File: src/rtl/ipsd_pkg.sv
`timescale 1ns / 1ps

package ipsd_pkg;

  // phase and duty resolution
  localparam int ANGLE_BITS = 16;
  localparam int DUTY_BITS  = 16;

  // quarter-wave sine polynomial, Q16
  localparam int SIN_W   = 18;
  localparam int SIN_STG = 5;
  localparam int SIN_A   = 102944;
  localparam int SIN_B   = 42334;
  localparam int SIN_C   = 5223;
  localparam int SIN_D   = 307;

  // restoring divider cell: remainder/divisor and quotient widths
  localparam int REM_W = 40;
  localparam int QUO_W = 43;

endpackage

File: src/rtl/ipsd_sine.sv
`timescale 1ns / 1ps

module ipsd_sine (
  input  logic                                clk_i,
  input  logic [ipsd_pkg::SIN_STG-1:0]        en_i,
  input  logic [31:0]                         phase_i,
  output logic signed [ipsd_pkg::SIN_W-1:0]   sin_o
);

  logic [1:0]  quad_q [ipsd_pkg::SIN_STG-1];
  logic [16:0] x_q    [ipsd_pkg::SIN_STG-1];
  logic [16:0] x2_q   [ipsd_pkg::SIN_STG-2];
  logic [12:0] t1_q;
  logic [15:0] t2_q;
  logic [16:0] t3_q;
  logic signed [ipsd_pkg::SIN_W-1:0] sin_q;

  logic [16:0] x_d;
  logic [33:0] sq_d;
  logic [25:0] p1_d;
  logic [29:0] p2_d;
  logic [32:0] p3_d;
  logic [33:0] p4_d;
  logic [17:0] s_d;
  logic [16:0] sc_d;

  always_comb begin
    // mirror the fraction in odd quadrants
    x_d  = phase_i[30] ? (17'd65536 - {1'b0, phase_i[29:14]}) : {1'b0, phase_i[29:14]};
    sq_d = 34'(x_d) * 34'(x_d);
    p1_d = 26'(x2_q[0]) * 26'(ipsd_pkg::SIN_D);
    p2_d = 30'(x2_q[1]) * 30'(t1_q);
    p3_d = 33'(x2_q[2]) * 33'(t2_q);
    p4_d = 34'(x_q[3]) * 34'(t3_q);
    s_d  = p4_d[33:16];
    sc_d = (s_d > 18'd65536) ? 17'd65536 : s_d[16:0];
  end

  always_ff @(posedge clk_i) begin
    if (en_i[0]) begin
      quad_q[0] <= phase_i[31:30];
      x_q[0]    <= x_d;
      x2_q[0]   <= sq_d[32:16];
    end
    if (en_i[1]) begin
      quad_q[1] <= quad_q[0];
      x_q[1]    <= x_q[0];
      x2_q[1]   <= x2_q[0];
      t1_q      <= 13'(ipsd_pkg::SIN_C) - 13'(p1_d[25:16]);
    end
    if (en_i[2]) begin
      quad_q[2] <= quad_q[1];
      x_q[2]    <= x_q[1];
      x2_q[2]   <= x2_q[1];
      t2_q      <= 16'(ipsd_pkg::SIN_B) - 16'(p2_d[29:16]);
    end
    if (en_i[3]) begin
      quad_q[3] <= quad_q[2];
      x_q[3]    <= x_q[2];
      t3_q      <= 17'(ipsd_pkg::SIN_A) - p3_d[32:16];
    end
    if (en_i[4]) begin
      sin_q     <= quad_q[3][1] ? -ipsd_pkg::SIN_W'(signed'({1'b0, sc_d}))
                                :  ipsd_pkg::SIN_W'(signed'({1'b0, sc_d}));
    end
  end

  assign sin_o = sin_q;

endmodule

File: config.mk
export PLATFORM = sky130hd
export DESIGN_NAME = ipsd_sine
export DESIGN_NICKNAME = d
export VERILOG_FILES = /design/src/rtl/ipsd_pkg.sv /design/src/rtl/ipsd_sine.sv
export SDC_FILE = /design/constraint.sdc
export NUM_CORES = 2
export LEC_CHECK = 0
export BUFFER_PORTS_ARGS = -buffer_cell sky130_fd_sc_hd__buf_2
export CORE_MARGIN = 1
export CORE_UTILIZATION = 45
export DETAILED_ROUTE_END_ITERATION = 7
export PLACE_DENSITY = 0.71
export SLEW_MARGIN = 20
export SYNTH_ARGS = -nofsm -noshare
export SYNTH_HDL_FRONTEND = slang
export SYNTH_SLANG_ARGS = --single-unit
File: constraint.sdc
create_clock -name clk_i -period 8.25 [get_ports clk_i]
set_input_delay 1.65 -clock clk_i [delete_from_list [all_inputs] [get_ports clk_i]]
set_output_delay 1.65 -clock clk_i [all_outputs]
set_load 0.02 [all_outputs]
; After elaboration in Yosys (flattened, before gate mapping)
; Memories as Yosys holds them, arrays and structs flattened.
; Index checks and enable logic that the tools add are counted.
[totals]
reg_bits = 64
ram_bits = 127
in_bits = 38
output_inout_bits = 18
elab_cells = 30
memories = 3
[op_classes]
addsub = 5
multipliers = 5
n_lt_le_gt_ge = 1
mux = 11
[memory_table]
columns = name, depth, word_bits, rd, rd_ports_with_merged_regs, write_ports, line_no
row1 = x_q, 4, 17, 4, 0, 4, ipsd_sine.sv:11  ; logic [16:0] x_q [ipsd_pkg::SIN_STG-1];
row2 = x2_q, 3, 17, 3, 0, 3, ipsd_sine.sv:12  ; logic [16:0] x2_q [ipsd_pkg::SIN_STG-2];
row3 = quad_q, 4, 2, 4, 0, 4, ipsd_sine.sv:10  ; logic [1:0] quad_q [ipsd_pkg::SIN_STG-1];
[ops]
columns = operator, count
row1 = $mux W17, 3
row2 = $mul A17 B17 Y34, 1
row3 = $mul A17 B16 Y33, 1
row4 = $mul A17 B17 Y33, 1
row5 = $mul A17 B13 Y30, 1
row6 = $mul A17 B9 Y26 const B, 1
row7 = $gt A18 B17 Y1 const B, 1
row8 = $neg A17 Y18, 1
row9 = $sub A17 B16 Y17 const A, 1
row10 = $sub A17 B17 Y17 const A, 1
row11 = $sub A16 B14 Y16 const A, 1
row12 = $sub A13 B10 Y13 const A, 1
row13 = $mux W1, 8

; Longest topological paths before layout
[depth]
ltp_word = 5
ltp_mapped = 34
mapped_depth_nobuf = 33

; Worst setup path before layout
; No wires, ideal clock.
[synth_path]
path_kind = input to register
from = in phase_i[14]
to = mem x2_q[0][16] (data pin)
setup_ns = 0.266
arrival_time_ns = 8.521
required_ns = 7.984
path_slack_ns = -0.537
cell_stages = 30
n_path_buf = 0
cell_sequence = inv_1 > ha_1 > nand2_1 > or3_1 > nor3_1 > nand2_1 > o31ai_1 > xor2_1 > clkinv_1 > nand2_1 > inv_1 > fa_1 > inv_1 > fa_1 > inv_1 > fa_1 > inv_1 > fa_1 > fa_1 > inv_1 > fa_1 > ha_1 > a21o_1 > nor3_1 > o21ai_0 > nand2_1 > o2111ai_1 > a41o_1 > o41ai_1 > xnor2_1
[synth_lines]
columns = element, line_no
row1 = start: declaration, ipsd_sine.sv:6  ; input logic [31:0] phase_i,
row2 = end: declaration, ipsd_sine.sv:12

==> impl_table.tex <==
\begin{tabular}{lr}
\hline
Metric & Value \\
\hline
\multicolumn{2}{l}{\textbf{Final layout}} \\
\quad Final net count & a little under 6000 \\
\quad Final antenna diode count & 0 \\
\quad Share of post-route cells with drive strength above 1 & 0.116 \\
\quad Fill cell instance count of the final layout & $\sim$8000 \\
\quad Area overhead of the layout relative to synthesis & 12.2\% \\
\multicolumn{2}{l}{\textbf{Clock tree}} \\
\quad Number of levels the H-tree was split into & 4 \\
\quad Cell at the root of the clock tree & clkbuf\_16 \\
\quad Number of clock buffers inserted by TritonCTS & 17 \\
\quad Clock Sinks & 185 \\
\quad TritonCTS clock tree & built \\
\quad Buffer levels on the longest clock path & 2 \\
\quad Hold bufs inserted after CTS & 0 \\
\quad Clock insertion delay at the later pin of the skew report & approximately 0.49 ns \\
\quad Clock-pin transition on the worst setup and hold timing paths & $\sim$0.080 ns \\
\multicolumn{2}{l}{\textbf{Timing}} \\
\quad Crit path setup slack, layout & -0.146 ns \\
\quad Clock skew after layout & 0.0219 ns \\
\quad Setup repair after global routing missed its margin & yes \\
\quad Max Slew Vio Count & 0 \\
\quad Fin crit share & 1.02 \\
\quad Rel. slew slack & 0.380 \\
\quad Final setup violation count & 10 \\
\quad Measured slew at the worst slew-check pin & between 0.9 and 1 ns \\
\quad Final Critical Period & around 8.4 ns \\
\quad Fmax & $\sim$0.12 GHz \\
\quad Hold Slack & 0.420 ns \\
\quad Final Hold Fails & 0 \\
\multicolumn{2}{l}{\textbf{Yosys}} \\
\quad Number of cells produced by synthesis & 4266 \\
\quad Count of unique library cells instantiated by Yosys & 80 \\
\quad Synth Flop Type & edfxtp\_1 \\
\quad Count of flip-flops with a built-in enable after synthesis & 185 \\
\quad Post-synthesis sequential area ratio & 0.135 \\
\quad Mapped Avg Cell Area & about 9.6 um2 \\
\quad Count of synthesis-stage warnings from yosys & 0 \\
\quad Synthesized flop and latch total & 185 \\
\quad Async S/R FF share, synth & 0 \\
\quad Cell area after technology mapping & 41000 um2 \\
\multicolumn{2}{l}{\textbf{Critical path}} \\
\quad Largest fanout on the critical path & 5 \\
\quad Worst Setup Start Kind & register \\
\quad Data required time at the worst endpoint & between 8 and 9 ns \\
\quad Worst setup path category & reg -> reg \\
\quad Worst-path cell with the longest stage delay & fa\_2 \\
\quad WP data arrival & around 8.6 ns \\
\quad CP top delay family & adder cells \\
\quad WP buf/inv & 2 \\
\quad Most prevalent standard cell on the critical path & fa\_1 \\
\quad Largest incremental delay on the critical path & approximately 0.59 ns \\
\quad Kind of end point of the critical path & register \\
\multicolumn{2}{l}{\textbf{Drt}} \\
\quad Final ANT Viol Nets & 0 \\
\quad Vias after detailed routing & 28788 \\
\quad Number of DRC markers after the initial detailed-route iteration & between 1000 and 1500 \\
\quad Number of remaining DRC errors & 0 \\
\quad Number of vias per cell & a little over 5 \\
\quad Final wirelength & between 80000 and 90000 um \\
\quad WL per Instance & 15.2 um \\
\quad Pre-Repair DR Iteration Count & 7 \\
\multicolumn{2}{l}{\textbf{Global route}} \\
\quad Total Routing Usage GR & 0.197 \\
\quad Largest net degree at the start of global routing & 52 \\
\quad Via count of the first global-routing pass & approximately 32000 \\
\quad Total overflow reported by the global router & 0 \\
\quad Wire length of the first global-routing pass & 149000 um \\
\quad Initial antenna violation count & 0 \\
\multicolumn{2}{l}{\textbf{Place}} \\
\quad Detailed placement HPWL & between 70000 and 80000 um \\
\quad Number of buffers added on ports & 41 \\
\quad Weighted congestion at the end of routability-driven global placement & between 0.8 and 0.9 \\
\multicolumn{2}{l}{\textbf{Floorplan}} \\
\quad Core Rows & 110 \\
\quad Core area & $\sim$90000 um2 \\
\quad Die height & between 300 and 400 um \\
\quad Initial Util & 0.455 \\
\quad Die span in x & approximately 300 um \\
\quad Die footprint & 92400 um2 \\
\quad I/O pin count & between 50 and 60 \\
\multicolumn{2}{l}{\textbf{Flow run}} \\
\quad Maximum capacitance violations & 0 \\
\multicolumn{2}{l}{\textbf{Min path}} \\
\quad Type of the worst min-delay path & reg -> reg \\
\multicolumn{2}{l}{\textbf{Run status}} \\
\quad Status & finished, violations left \\
\quad Violations in the final reports & negative setup slack \\
\hline
\end{tabular}
-- repair_timing --
item	CTS	global route
setup endpoints to repair	17	24
gates cloned	0	0
buffers inserted	32	25
pin swaps	19	24
gates resized for setup	30	76
endpoints found under the hold margin	0	0
-- sequential cells by signal (all words and copies together), names as in the netlist --
register,cells
x_q,68
sin_o,18
t3_q,17
t2_q,16
quad_q,4
x2_q,51
t1_q,11
-- layout make-up --
class                           count  area (um2)  share of cell area
Multi-Input combinational cell   2927       31700               0.688
Sequential cell                   185        5560               0.121
Inverter                         1019        3850              0.0835
Timing Repair Buffer              388        2920              0.0635
Tap cell                         1176        1470              0.0319
Clock buffer                       18         429             0.00932
Clock inverter                     13         141             0.00307
-- through the flow --
stage | util | instances | TNS (ns) | instance area, um2 | worst slack [ns]
detailed placement | 0.495 | 5643 | -9.13 | 44600 | -0.698
floorplan | - | 4275 | 0 | 41300 | 0.00144
CTS | 0.505 | 5706 | -0.578 | 45600 | -0.125
global route | 0.511 | 5726 | -4.22 | 46100 | -0.393
global placement | 0.495 | 5643 | -7.15 | 44600 | -0.589
finish | 0.511 | 5726 | -0.746 | 46100 | -0.146
-- Yosys cell counts, types with 10 or more instances --
| master | n | area, um2 |
|---|---|---|
| a21o_1 | 49 | 368 |
| a21oi_1 | 69 | 345 |
| a31oi_1 | 11 | 68.8 |
| and2_1 | 325 | 2030 |
| and3_1 | 13 | 81.3 |
| clkbuf_1 | 141 | 529 |
| edfxtp_1 | 185 | 5560 |
| fa_1 | 807 | 16200 |
| ha_1 | 461 | 5770 |
| inv_1 | 1010 | 3790 |
| nand2_1 | 577 | 2170 |
| nand2b_1 | 23 | 144 |
| nand3_1 | 26 | 130 |
| nor2_1 | 122 | 458 |
| nor2b_1 | 10 | 62.6 |
| nor3_1 | 41 | 205 |
| o211ai_1 | 10 | 75.1 |
| o21a_1 | 12 | 90.1 |
| o21ai_0 | 45 | 225 |
| o31ai_1 | 13 | 97.6 |
| or3_1 | 14 | 87.6 |
| xnor2_1 | 77 | 674 |
| xor2_1 | 46 | 403 |
-- cells by family (layout without fill, tap and decap cells) --
logic type	Yosys count	in the layout	synth area share
AOI/OAI and AO/OA	313	313	0.0544
xor gates and xnor gates	124	124	0.0266
adders and majority gates	1269	1269	0.534
buffers and inverters	1163	1438	0.107
DFF	185	185	0.135
muxes	12	12	0.00305
other	2	11	0.000183
and+or+nand+nor	1198	1198	0.139
-- worst paths after layout --
| check | start | cells after the start | end | slack, ns |
|---|---|---|---|---|
| worst max-delay path | x_q[3][7] | 28 | sin_o[10] | -0.15 |
| worst min-delay path | x_q[0][4] | 0 | x_q[1][4] | 0.42 |
| worst max register to register | x_q[3][7] | 28 | sin_o[10] | -0.15 |
| worst min register to register | x_q[0][4] | 0 | x_q[1][4] | 0.42 |
-- worst reg2reg max path: cells and delay by family (launching register included) --
| kind | cells | cell delay (ns) |
|---|---|---|
| flip-flops | 1 | 0.47 |
| buffers and inverters | 2 | 0.09 |
| AO/OA/AOI/OAI | 8 | 1.99 |
| adder cells (fa/ha/maj) | 8 | 3.52 |
| XOR/XNOR | 1 | 0.13 |
| AND/OR/NAND/NOR | 9 | 1.96 |
-- routing by layer --
layer	part of all wire	vias up	GRT usage
li1	-	13555	-
met1	0.43	14536	0.252
met2	0.50	562	0.348
met3	0.039	135	0.0242
met4	0.022	0	0.0548
met5	0	-	0
-- placed cells by master (no fill, tap or decap), drive strengths merged, types with 8 or more instances in the layout --
cell type | netlist | routed
a211o | 8 | 8
a211oi | 9 | 9
a21o | 49 | 49
a21oi | 69 | 69
a31oi | 11 | 11
and2 | 325 | 325
and3 | 13 | 13
buf | 3 | 387
clkbuf | 141 | 19
clkinv | 9 | 15
conb | 2 | 11
edfxtp | 185 | 185
fa | 807 | 807
ha | 461 | 461
inv | 1010 | 1015
mux2i | 8 | 8
nand2 | 577 | 577
nand2b | 23 | 23
nand3 | 26 | 26
nand4 | 9 | 9
nor2 | 122 | 122
nor2b | 10 | 10
nor3 | 41 | 41
o211ai | 10 | 10
o21a | 12 | 12
o21ai | 47 | 47
o31ai | 13 | 13
or3 | 14 | 14
xnor2 | 78 | 78
xor2 | 46 | 46
Power is left out: the tool's default activity adds up to more than one toggle a clock period on the data nets, which glitch-free logic cannot reach.
