File: src/rtl/ipsd_pkg.sv
`timescale 1ns / 1ps

package ipsd_pkg;

  // phase and duty resolution
  localparam int ANGLE_BITS = 16;
  localparam int DUTY_BITS  = 16;

  // quarter-wave sine polynomial, Q16
  localparam int SIN_W   = 18;
  localparam int SIN_STG = 5;
  localparam int SIN_A   = 102944;
  localparam int SIN_B   = 42334;
  localparam int SIN_C   = 5223;
  localparam int SIN_D   = 307;

  // restoring divider cell: remainder/divisor and quotient widths
  localparam int REM_W = 40;
  localparam int QUO_W = 43;

endpackage

File: src/rtl/ipsd_div_cell.sv
`timescale 1ns / 1ps

module ipsd_div_cell (
  input  logic                         clk_i,
  input  logic                         en_i,
  input  logic [ipsd_pkg::REM_W-1:0]   rem_i,
  input  logic                         bit_i,
  input  logic [ipsd_pkg::REM_W-1:0]   div_i,
  input  logic [ipsd_pkg::QUO_W-1:0]   quo_i,
  output logic [ipsd_pkg::REM_W-1:0]   rem_o,
  output logic [ipsd_pkg::QUO_W-1:0]   quo_o
);

  logic [ipsd_pkg::REM_W:0]   cand_d;
  logic [ipsd_pkg::REM_W+1:0] diff_d;
  logic                       ge_d;
  logic [ipsd_pkg::REM_W-1:0] rem_d, rem_q;
  logic [ipsd_pkg::QUO_W-1:0] quo_d, quo_q;

  always_comb begin
    cand_d = {rem_i, bit_i};
    diff_d = {1'b0, cand_d} - {2'b00, div_i};
    ge_d   = !diff_d[ipsd_pkg::REM_W+1];
    rem_d  = ge_d ? diff_d[ipsd_pkg::REM_W-1:0] : cand_d[ipsd_pkg::REM_W-1:0];
    quo_d  = {quo_i[ipsd_pkg::QUO_W-2:0], ge_d};
  end

  always_ff @(posedge clk_i) begin
    if (en_i) begin
      rem_q <= rem_d;
      quo_q <= quo_d;
    end
  end

  assign rem_o = rem_q;
  assign quo_o = quo_q;

endmodule

File: config.mk
export PLATFORM = sky130hd
export DESIGN_NAME = ipsd_div_cell
export DESIGN_NICKNAME = d
export VERILOG_FILES = /design/src/rtl/ipsd_pkg.sv /design/src/rtl/ipsd_div_cell.sv
export SDC_FILE = /design/constraint.sdc
export NUM_CORES = 1
export LEC_CHECK = 0
export BUFFER_PORTS_ARGS = -buffer_cell sky130_fd_sc_hd__buf_2
export CAP_MARGIN = 20
export CORE_MARGIN = 2
export CORE_UTILIZATION = 55
export CTS_BUF_LIST = sky130_fd_sc_hd__clkbuf_8
export DETAILED_ROUTE_END_ITERATION = 7
export PLACE_DENSITY = 0.9
export SETUP_SLACK_MARGIN = 0.2
export SLEW_MARGIN = 20
export SYNTH_ARGS = -nofsm -noshare
export SYNTH_HDL_FRONTEND = slang
export SYNTH_SLANG_ARGS = --single-unit
File: constraint.sdc
create_clock -name clk_i -period 5.45 [get_ports clk_i]
set_input_delay 0.545 -clock clk_i [delete_from_list [all_inputs] [get_ports clk_i]]
set_output_delay 0.545 -clock clk_i [all_outputs]
set_load 0.005 [all_outputs]
After elaboration in Yosys (flattened, before gate mapping)
Index checks and enable logic that the tools add are counted.
{"block": "totals", "regBits": 83, "output_inout_bits": 83}
{"block": "classes", "add_sub_neg": 1, "mux": 1, "n_reduce_logical": 1}
{"cell": "41-bit by 40-bit subtractor with 42-bit output", "n": 1}
{"cell": "40-bit 2-to-1 mux", "n": 1}
{"cell": "1-bit logical NOT", "n": 1}

Logic depth before layout (Yosys ltp)
Gate-level depths: netlist (run 1).
{"block": "logic_depth", "depth_word": 2, "ltp_mapped": 13}

Worst setup path after synthesis (run 1)
Ideal clock, no wire load.
{"block": "synth_timing", "path_type": "input to register", "from": "input port bit_i", "to": "register rem_q (netlist bit rem_o[24]), data pin", "arrival_ns": 2.626, "required_time_ns": 5.188, "setup_slack_ns": 2.562, "cell_stages": 12, "n_path_buf": 0, "path_cell_list": "inv_1 ha_1 fa_1 nand2b_1 a21oi_1 o21bai_1 a311oi_1 o221a_2 o21ai_2 o311ai_4 xnor2_1 o21ai_2"}
{"block": "synth_between", "elab_chain_len": 2}
{"item": "start: declaration", "line": "ipsd_div_cell.sv:7", "rtl": "input logic bit_i,"}
{"item": "41-bit by 40-bit subtractor with 42-bit output", "line": "ipsd_div_cell.sv:22", "rtl": "diff_d = {1'b0, cand_d} - {2'b00, div_i};"}
{"item": "40-bit 2-to-1 mux", "line": "ipsd_div_cell.sv:24", "rtl": "rem_d = ge_d ? diff_d[ipsd_pkg::REM_W-1:0] : cand_d[ipsd_pkg::REM_W-1:0];"}
{"item": "named net rem_d (one bit)", "line": "ipsd_div_cell.sv:17", "rtl": "logic [ipsd_pkg::REM_W-1:0] rem_d, rem_q;"}
{"item": "end signal: assignment", "line": "ipsd_div_cell.sv:30", "rtl": "rem_q <= rem_d;"}
{"item": "end: declaration", "line": "ipsd_div_cell.sv:17"}
The timed path passes the listed nets, and every way through them passes these cells.
A chain may end at the register's enable or synchronous reset.

Worst setup path in the final report (run 1)
{"block": "layout_timing", "from": "input port rem_i[21] (netlist bit)", "to": "register rem_q (netlist bit rem_o[37]), data pin"}
{"block": "layout_between", "elab_chain_len": 2}
{"item": "start: declaration", "line": "ipsd_div_cell.sv:6", "rtl": "input logic [ipsd_pkg::REM_W-1:0] rem_i,"}
{"item": "41-bit by 40-bit subtractor with 42-bit output", "line": "ipsd_div_cell.sv:22"}
{"item": "40-bit 2-to-1 mux", "line": "ipsd_div_cell.sv:24"}
{"item": "named net rem_d (one bit)", "line": "ipsd_div_cell.sv:17"}
The timed path passes the listed nets, and every way through them passes these cells.

==> results_dict.tcl, run 1 <==
set metrics [dict create \
    netlist_area_um2 5320 \
    port_buffers 207 \
    drt_iter0_drc 206 \
    hold_path.class "in -> reg" \
    rsz0062_at_grt "false" \
    netlist-cell-type-count 64 \
    critical_path_class "in -> reg" \
    fin_crit_ps 3440 \
    placed_cells 823 \
    viasPerCell 5.46 \
    max_slew_margin_pct 29.1 \
    postRouteAntennaNets 0 \
    die_y_um 102 \
    cts_tree "done" \
    hold_violations 0 \
    wl_um 13400 \
    first_pass_iters 5 \
    die_w_um 102 \
    fmax_mhz 291 \
    grt_pass1_vias 4347 \
    min_period_over_period_pct 63.1 \
    synth_flop_cell "edfxtp_1" \
    syn_inst 502 \
    netlist_top_cells_count "83 x edfxtp_1, 54 x nand2_1, 48 x inv_1" \
    endpoint_kind "register" \
    maxSlewViolCount 0 \
    worstPathRequired_ps 5560 \
    synth.avg_cell_area_um2 10.6 \
    cts_buffer_depth 2 \
    ctsHoldBuffers 0 \
    cts_root_buf "clkbuf_8" \
    syn_nets 669 \
    areaGrowthSynthToFinish_pct 25.1 \
    antenna_found_initial 1 \
    synth.most_common_cell "edfxtp_1" \
    tns_ps 0 \
    critPathMaxFanout 36 \
    ys_ff_latch 83 \
    dieArea_um2 10500 \
    cts_resized 0 \
    grt_start_max_net_pins 84 \
    postCtsSetupBuffers 0 \
    post_drt_wl_per_cell_um 15.9 \
    status "finished clean" \
    drive_gt1_share_pct 36.2 \
    placementRows 35 \
    clkSinkCount 83 \
    worstMarginPinSlew_ps 1060 \
    final_nets 872 \
    yosysTopAreaCellShare_pct 46.9 \
    final_cells 840 \
    grt_pass1_wl_um 20000 \
    cp-start-kind "input pin" \
    leakage_nw 3.07 \
    cap_violations 0 \
    core_area_um2 9330 \
    ys.warnings.count 0 \
    fill_cells 690 \
    drc 0 \
    synth-edff-count 83 \
    grt_overflow 0 \
    clk_pin_slew_ps 90 \
    num_io_pins 209 \
    numCtsBuffers 9 \
    track_usage_pct 24.6 \
    gp_congestion 0.876 \
    yosysSeqAreaShare_pct 46.9 \
    vias 4589 \
    p_per_area_nw_per_um2 268 \
    yosysTopAreaCell "edfxtp_1" \
    dp_hpwl_um 10500 \
    setup_viol 0 \
    h-tree-depth 3 \
    start_util_pct 57.0 \
    synth.top_cells.by_area "edfxtp_1 47%, ha_1 9.4%, nand2_1 3.8%" \
    arrival_ps 3550 \
    async_flop_share_pct 0 \
    ir_drop_mv 0.158 \
]
-- path summary, 6_finish.rpt --
path / from / end / slack, ps / cells after the start
max: rem_i[21] / rem_o[37] / 2010 / 12
min: quo_i[32] / quo_o[33] / 370 / 1
-- kinds of logic (layout without fill, tap and decap cells) --
logic type                 Yosys count  count (layout)  share of synthesized area, %
buffers and inverters               65             273                          5.13
DFF                                 83              83                          46.9
AOI/OAI and AO/OA                  160             160                          21.2
adders and majority gates           41              41                          9.79
muxes                                6               6                          1.27
and+or+nand+nor                    117             117                          10.8
other                                0               1                             0
xor gates and xnor gates            30              30                          4.94
-- power by group --
| part | switching, mW | internal, mW |
|---|---|---|
| clock | 0.238 | 0.214 |
| combinational | 0.281 | 0.232 |
| sequential | 0.0183 | 0.799 |
-- cells in the final DEF (no fill, tap or decap), drive strengths merged, types with 4 or more instances in the layout --
cell and count:
a21o 16, a21oi 34, a31oi 8, and3 4, buf 208, clkbuf 9, edfxtp 83, ha 40
inv 51, mux2 6, nand2 54, nand2b 4, nand3 7, nand4 7, nor2 16, nor2b 4
nor3 7, o211ai 6, o21a 12, o21ai 49, o21bai 4, o31ai 5, xnor2 13, xor2 17
-- critical path, cell delays in order --
cell and delay [ps]:
buf_2 110, ha_1 390, a21oi_2 230, o211ai_1 140, a32oi_1 340, nor3_1 120, a21o_2 280, a21oi_4 660
buf_12 270, inv_2 120, o21a_1 130, a22o_1 190
-- layer usage --
metal	GRT usage (%)	vias to the layer above	share of wire, %
met2	46.6	202	51
met3	6.09	23	8.1
met1	26.7	2105	38
met4	7.90	0	2.5
met5	0	-	0
li1	-	2259	-
-- metrics by stage --
stage	worst slack, ps	utilization [%]	hold WS, ps	power [mW]	cell area [µm²]
after detailed placement	1620	69.1	723	1.34	6450
after global routing	1820	71.3	344	1.87	6650
final	2010	71.3	367	1.78	6650
after CTS	1990	71.3	355	1.79	6650
after global placement	1650	69.1	721	1.32	6450
after floorplan	2560	-	644	1.14	5320
-- sequential cells by signal, summed over array words and instances, names as in the netlist --
register,cells
quo_o,43
rem_o,40
-- final cells by class --
| class | count | area [µm²] | area share (%) |
|---|---|---|---|
| diodes | 1 | 2.50 | 0.0376 |
| clock buffers | 9 | 124 | 1.86 |
| clock inverters | 7 | 75.1 | 1.13 |
| inverters | 49 | 184 | 2.77 |
| multi-input cells | 354 | 2550 | 38.4 |
| flip-flops and latches | 83 | 2490 | 37.5 |
| well taps | 129 | 161 | 2.43 |
| repair buffers | 208 | 1060 | 15.9 |
Power figures use the tool's default switching activity.
==> run 2, diff against run 1 <==
--- a/config.mk
+++ b/config.mk
@@ -5,13 +5,14 @@
 export SDC_FILE = /design/constraint.sdc
 export NUM_CORES = 1
 export LEC_CHECK = 0
+export ABC_AREA = 1
 export BUFFER_PORTS_ARGS = -buffer_cell sky130_fd_sc_hd__buf_2
 export CAP_MARGIN = 20
 export CORE_MARGIN = 2
-export CORE_UTILIZATION = 55
+export CORE_UTILIZATION = 53
 export CTS_BUF_LIST = sky130_fd_sc_hd__clkbuf_8
 export DETAILED_ROUTE_END_ITERATION = 7
-export PLACE_DENSITY = 0.9
+export PLACE_DENSITY = 0.84
 export SETUP_SLACK_MARGIN = 0.2
 export SLEW_MARGIN = 20
 export SYNTH_ARGS = -nofsm -noshare
==> constraint.sdc (replaced) <==
create_clock -name clk_i -period 3.5 [get_ports clk_i]
set_input_delay 0.35 -clock clk_i [delete_from_list [all_inputs] [get_ports clk_i]]
set_output_delay 0.35 -clock clk_i [all_outputs]
set_load 0.005 [all_outputs]
==> run 2 against run 1 <==
  * Combinational power up 69%
  * Synthesized area grew 19%
  * Flip-flop and latch count unchanged
  * Global-route usage up 0.83 points
==> results_dict.tcl, run 2 <==
set metrics [dict create \
    areaGrowthSynthToFinish_pct 21.5 \
    first_pass_iters 6 \
    synth-xor-area-share_pct 3.04 \
    netlist_top_cells_count "295 x nand2_1, 191 x inv_1, 83 x edfxtp_1" \
    drt_iter0_drc 475 \
    clkSinkCount 83 \
    pwr-share-seq_pct 44.3 \
    netlist_area_um2 6330 \
    track_usage_pct 25.4 \
    syn_nets 1048 \
    ir_drop_mv 0.192 \
    dr_wl_met3_um 1440 \
    port_buffers 207 \
    rsz0062_at_grt "false" \
    worstMarginPinSlew_ps 1060 \
    synth_top_family_by_area "simple AND/OR/NAND/NOR gates" \
    post_drt_wl_per_cell_um 13.5 \
    hold_violations 0 \
    synth_fa_ha_area_share_pct 8.22 \
    gp_congestion 0.931 \
    highest_layer "met4" \
    wl_um 16800 \
    postLayoutCellArea_um2 7690 \
    min_period_over_period_pct 66.6 \
    die_y_um 113 \
    drive_gt1_share_pct 22.3 \
    synth.area.mux_share_pct 0 \
    postCtsSetupBuffers 0 \
    placementRows 39 \
    core_area_um2 11500 \
    layout.cells.most_common_list "295 x nand2_1, 206 x buf_2, 192 x inv_1, 83 x edfxtp_1, 69 x nor2_1" \
    hold_path_startpoint "quo_i[4]" \
    status "finished clean" \
    die_w_um 113 \
    netlist-cell-type-count 35 \
    cts_root_buf "clkbuf_8" \
    grt_pass1_wl_um 25900 \
    cp_slowest_cell "ha_1" \
    crit_chain "buf_2 -> ha_1 -> nand2_1 -> inv_1 -> a21oi_1 -> nand2_1 -> inv_1 -> nand2_1 -> nand2_2 -> nand3_2 -> buf_4 -> nand3_1 -> nand2_1" \
    yosysTopAreaCellShare_pct 39.4 \
    whs_path_depth 1 \
    swShare_pct 32.7 \
    async_flop_share_pct 0 \
    antenna_found_initial 0 \
    drc 0 \
    clockPowerShare_pct 25.2 \
    p_int_mw 1.92 \
    wl_met1_um 7110 \
    p_switching_mw 0.930 \
    wl_met2_um 7970 \
    cts_resized 0 \
    final_common_cell "nand2_1" \
    endpoint_kind "register" \
    fmax_mhz 429 \
    h-tree-depth 3 \
    synth-edff-count 83 \
    final_nets 1259 \
    dp_hpwl_um 13500 \
    cts_tree "done" \
    fin_crit_ps 2330 \
    antenna_cells 0 \
    min_to "quo_o[5]" \
    viasPerCell 5.02 \
    start_util_pct 55.0 \
    leakage_nw 4.27 \
    synth_compound_area_share_pct 6.19 \
    maxSlewViolCount 0 \
    arrival_ps 2450 \
    grt_overflow 0 \
    cts_buffer_depth 2 \
    hold_slack_ps 160 \
    postRouteAntennaNets 0 \
    place_area_um2 7490 \
    synth.most_common_cell "nand2_1" \
    ctsHoldBuffers 0 \
    cpPeakStageDelay_ps 360 \
    synth_flop_cell "edfxtp_1" \
    max_slew_margin_pct 29.1 \
    critPathMaxFanout 35 \
    vias 6219 \
    cp-start-kind "input pin" \
    synth.top_cells.by_area "edfxtp_1 39%, nand2_1 17%, inv_1 11%" \
    synth.avg_cell_area_um2 7.18 \
    num_io_pins 209 \
    ys.warnings.count 0 \
    ys_ff_latch 83 \
    yosysSeqAreaShare_pct 39.4 \
    yosysTopAreaCell "edfxtp_1" \
    placed_cells 1224 \
    combinationalPowerShare_pct 30.5 \
    p_per_area_nw_per_um2 370 \
    cap_violations 0 \
    crit_top_cell "nand2_1" \
    clk_pin_slew_ps 100 \
    final_util_pct 66.8 \
    critical_path_class "in -> reg" \
    dieArea_um2 12800 \
    tns_ps 0 \
    worstPathRequired_ps 3610 \
    hold_path.class "in -> reg" \
    grt_start_max_net_pins 84 \
    setup_viol 0 \
    syn_inst 881 \
    grt_pass1_vias 5632 \
    synth-simple-area-share_pct 30.3 \
    final_cells 1240 \
    largest_reg_flops 43 \
    numCtsBuffers 9 \
]
-- run 2: cell types whose count changed after synthesis, sizes merged, moves of 10 or more --
cell	change
nand2	+245
inv	+145
nor2	+59
nand3	+43
a21o	-15
o21ai	-13
o21a	-11
xnor2	-10
-- run 2: area by class of cell --
cell class | count | area, µm²
repair buffers | 210 | 1060
well taps | 143 | 179
flip-flops and latches | 83 | 2490
clock inverters | 7 | 76.3
fillers | 1054 | 3830
inverters | 195 | 732
clock buffers | 9 | 124
multi-input cells | 593 | 3030
-- run 2: how the worst max path moves through the flow --
| stage | from | to | slack, ps | depth (start not counted) |
|---|---|---|---|---|
| floorplan | bit_i | rem_o[24] | 1430 | 15 |
| global placement | rem_i[22] | rem_o[26] | 860 | 13 |
| detailed placement | div_i[23] | rem_o[30] | 860 | 14 |
| CTS | div_i[24] | rem_o[30] | 1240 | 14 |
| global route | div_i[16] | rem_o[30] | 990 | 14 |
| finish | rem_i[22] | rem_o[26] | 1170 | 13 |
-- run 2: metrics by stage --
| step | total power [mW] | worst slack [ps] |
|---|---|---|
| floorplan | 1.81 | 1430 |
| global placement | 2.12 | 861 |
| detailed placement | 2.14 | 857 |
| CTS | 2.86 | 1240 |
| global route | 3.02 | 991 |
| finish | 2.85 | 1170 |
-- run 2: per-layer routing --
| layer | vias up | GRT usage, % |
|---|---|---|
| met4 | 0 | 6.67 |
| li1 | 3176 | - |
| met1 | 2773 | 33.1 |
| met5 | - | 0 |
| met2 | 249 | 44.0 |
| met3 | 21 | 4.34 |
-- run 2: worst max-delay path, delay by kind of cell --
| family | cells | cell delay [ps] |
|---|---|---|
| buf+inv | 4 | 500 |
| fa+ha+maj | 1 | 360 |
| compound gates | 1 | 180 |
| simple gates | 7 | 1030 |
-- run 2: power by group through the flow --
| stage | Combinational [mW] | Sequential [mW] | Clock [mW] |
|---|---|---|---|
| 5_1_grt | 0.975 | 1.27 | 0.772 |
| 3_5_place_dp | 0.857 | 1.28 | 0 |
| 6_report | 0.868 | 1.26 | 0.717 |
| 3_3_place_gp | 0.841 | 1.28 | 0 |
| 2_1_floorplan | 0.510 | 1.31 | 0 |
| 4_1_cts | 0.861 | 1.26 | 0.739 |
-- run 2: logic make-up (layout without fill, tap and decap cells) --
logic type / count (synthesis) / after routing
AND/OR/NAND/NOR: 458 / 458
buffers and inverters: 205 / 421
flip-flops: 83 / 83
AO/OA/AOI/OAI: 72 / 72
adder cells (fa/ha/maj): 41 / 41
XOR/XNOR: 22 / 22
==> run 3, diff against run 2 <==
--- a/config.mk
+++ b/config.mk
@@ -5,11 +5,11 @@
 export SDC_FILE = /design/constraint.sdc
 export NUM_CORES = 1
 export LEC_CHECK = 0
-export ABC_AREA = 1
+export ABC_AREA = 0
 export BUFFER_PORTS_ARGS = -buffer_cell sky130_fd_sc_hd__buf_2
 export CAP_MARGIN = 20
 export CORE_MARGIN = 2
-export CORE_UTILIZATION = 53
+export CORE_UTILIZATION = 51
 export CTS_BUF_LIST = sky130_fd_sc_hd__clkbuf_8
 export DETAILED_ROUTE_END_ITERATION = 7
 export PLACE_DENSITY = 0.84
==> constraint.sdc (replaced) <==
create_clock -name clk_i -period 2.2 [get_ports clk_i]
set_input_delay 0.22 -clock clk_i [delete_from_list [all_inputs] [get_ports clk_i]]
set_output_delay 0.22 -clock clk_i [all_outputs]
set_load 0.005 [all_outputs]
==> run 3 against run 2 <==
  * The flow now finishes with violations (negative setup slack)
  * Combinational power grew 140%
  * Sequential power grew 61%
  * Non-clock buffer count grew 140
  * First-iteration DRC count shrank 35%
  * Core utilization grew 16 points
  * Setup slack lost 1300 ps
  * Die area shrank 12%
  * Critical path depth is the same
  * Highest routed layer unchanged
  * Final area grew 10%
  * Routed wire length grew 5.4%
  * Via count shrank 12%
  * Flip-flop and latch count is the same
  * Critical endpoint is now rem_o[8]
==> results_dict.tcl, run 3 (synthesized netlist as in run 1, its figures left out) <==
set metrics [dict create \
    antenna_found_initial 0 \
    start_util_pct 52.0 \
    antenna_cells 0 \
    dieArea_um2 11300 \
    setup_viol 35 \
    clk_pin_slew_ps 100 \
    cp.depth 13 \
    grt_start_max_net_pins 50 \
    final_nets 1014 \
    maxSlewViolCount 0 \
    status "finished, violations left" \
    hold_path_startpoint "quo_i[32]" \
    dp_slack_ps -600 \
    die_y_um 106 \
    leakage_nw 3.96 \
    postRouteAntennaNets 0 \
    grt_overflow 0 \
    largest_reg_flops 43 \
    arrival_ps 2480 \
    first_pass_iters 5 \
    worstMarginPinSlew_ps 524 \
    fin_crit_ps 2350 \
    grt_pass1_vias 5503 \
    min_period_over_period_pct 107 \
    placementRows 37 \
    h-tree-depth 3 \
    crit_top_cell "buf_8" \
    hold_path.class "in -> reg" \
    worstPathRequired_ps 2330 \
    clkSinkCount 83 \
    fill_cells 573 \
    max_slew_margin_pct 64.7 \
    cts_root_buf "clkbuf_8" \
    track_usage_pct 29.7 \
    rsz0062_at_grt "true" \
    areaGrowthSynthToFinish_pct 59.2 \
    wl_um 17700 \
    cap_violations 0 \
    ir_drop_mv 0.309 \
    vias 5500 \
    grt_pass1_wl_um 26200 \
    crit_chain "buf_8 -> inv_4 -> ha_4 -> nor2b_4 -> o2111a_1 -> o211ai_1 -> buf_4 -> nand4b_4 -> a21o_4 -> a21oi_4 -> buf_12 -> buf_8 -> mux2_4" \
    cp_slowest_cell "mux2_4" \
    die_w_um 106 \
    postLayoutCellArea_um2 8470 \
    post_drt_wl_per_cell_um 17.9 \
    power_mw 5.10 \
    ctsHoldBuffers 0 \
    critical_path_class "in -> reg" \
    port_buffers 207 \
    fmax_mhz 426 \
    cts_tree "done" \
    drc 0 \
    num_io_pins 209 \
    tns_ps -2280 \
    drive_gt1_share_pct 55.8 \
    cp-start-kind "input pin" \
    p_per_area_nw_per_um2 602 \
    violations "negative setup slack" \
    place_area_um2 7460 \
    cts_buffer_depth 2 \
    fin_ws_ps -150 \
    numCtsBuffers 9 \
    layout.cells.most_common_list "202 x buf_2, 121 x buf_4, 83 x edfxtp_1, 51 x nand2_1, 47 x inv_1" \
    min_to "quo_o[33]" \
    drt_iter0_drc 307 \
    core_area_um2 10200 \
    cpPeakStageDelay_ps 300 \
    path_delay_family "compound AO/OA/AOI/OAI gates" \
    final_common_cell "buf_2" \
    critPathMaxFanout 7 \
    gp_congestion 0.956 \
    hold_violations 0 \
    viasPerCell 5.57 \
    dp_hpwl_um 12500 \
    whs_path_depth 1 \
    path_buf_inv 5 \
    endpoint_kind "register" \
]
-- run 3: cell count changes in the layout (fill, tap and decap cells not counted), moves of 14 or more --
cell,change
nand2_1,-244
o21ai_2,+22
a21o_1,+14
nand3_1,-41
inv_1,-145
ha_1,-14
buf_4,+117
o21ai_1,-15
nor2_1,-54
-- run 3: how the worst max path moves through the flow --
| stage | startpoint | endpoint |
|---|---|---|
| after floorplan | bit_i | rem_o[24] |
| after global placement | rem_i[0] | rem_o[39] |
| after detailed placement | bit_i | rem_o[24] |
| after CTS | div_i[1] | rem_o[39] |
| after global routing | div_i[1] | rem_o[39] |
| final | div_i[1] | rem_o[8] |
-- run 3: area by class of cell --
cell class	instances	area, µm²	area share, %
multi-input cells	354	3090	36.5
flip-flops and latches	83	2490	29.4
repair buffers	350	2340	27.6
inverters	49	201	2.38
well taps	136	170	2.01
clock buffers	9	124	1.46
clock inverters	7	53.8	0.635
-- run 3: timing repair --
item,in CTS,in global routing
setup buffers,10,7
gates resized for setup,94,51
pin swaps,43,25
setup endpoints to repair,41,41
cloned,1,2
-- run 3: per-stage QoR --
stage               hold slack, ps  util [%]  cells
finish                        24.6      82.8    988
global route                -0.138      82.8    988
floorplan                      319         -    502
CTS                           19.3      80.4    979
detailed placement             398      72.9    952
global placement               396      72.9    952
-- run 3: where the power goes --
part / internal, mW / switching [mW] / leakage (nW)
Sequential: 1.98 / 0.0477 / 0.811
Combinational: 1.05 / 0.984 / 3.06
Clock: 0.416 / 0.619 / 0.0872
-- run 3: layer usage --
layer | routed length, µm | vias up | GRT usage (%) | share of wire (%)
li1 | - | 2543 | - | -
met1 | 6490 | 2625 | 32.0 | 37
met2 | 9340 | 269 | 55.8 | 53
met3 | 1180 | 63 | 6.01 | 6.7
met4 | 702 | 0 | 13.2 | 4.0
met5 | 0 | - | 0 | 0
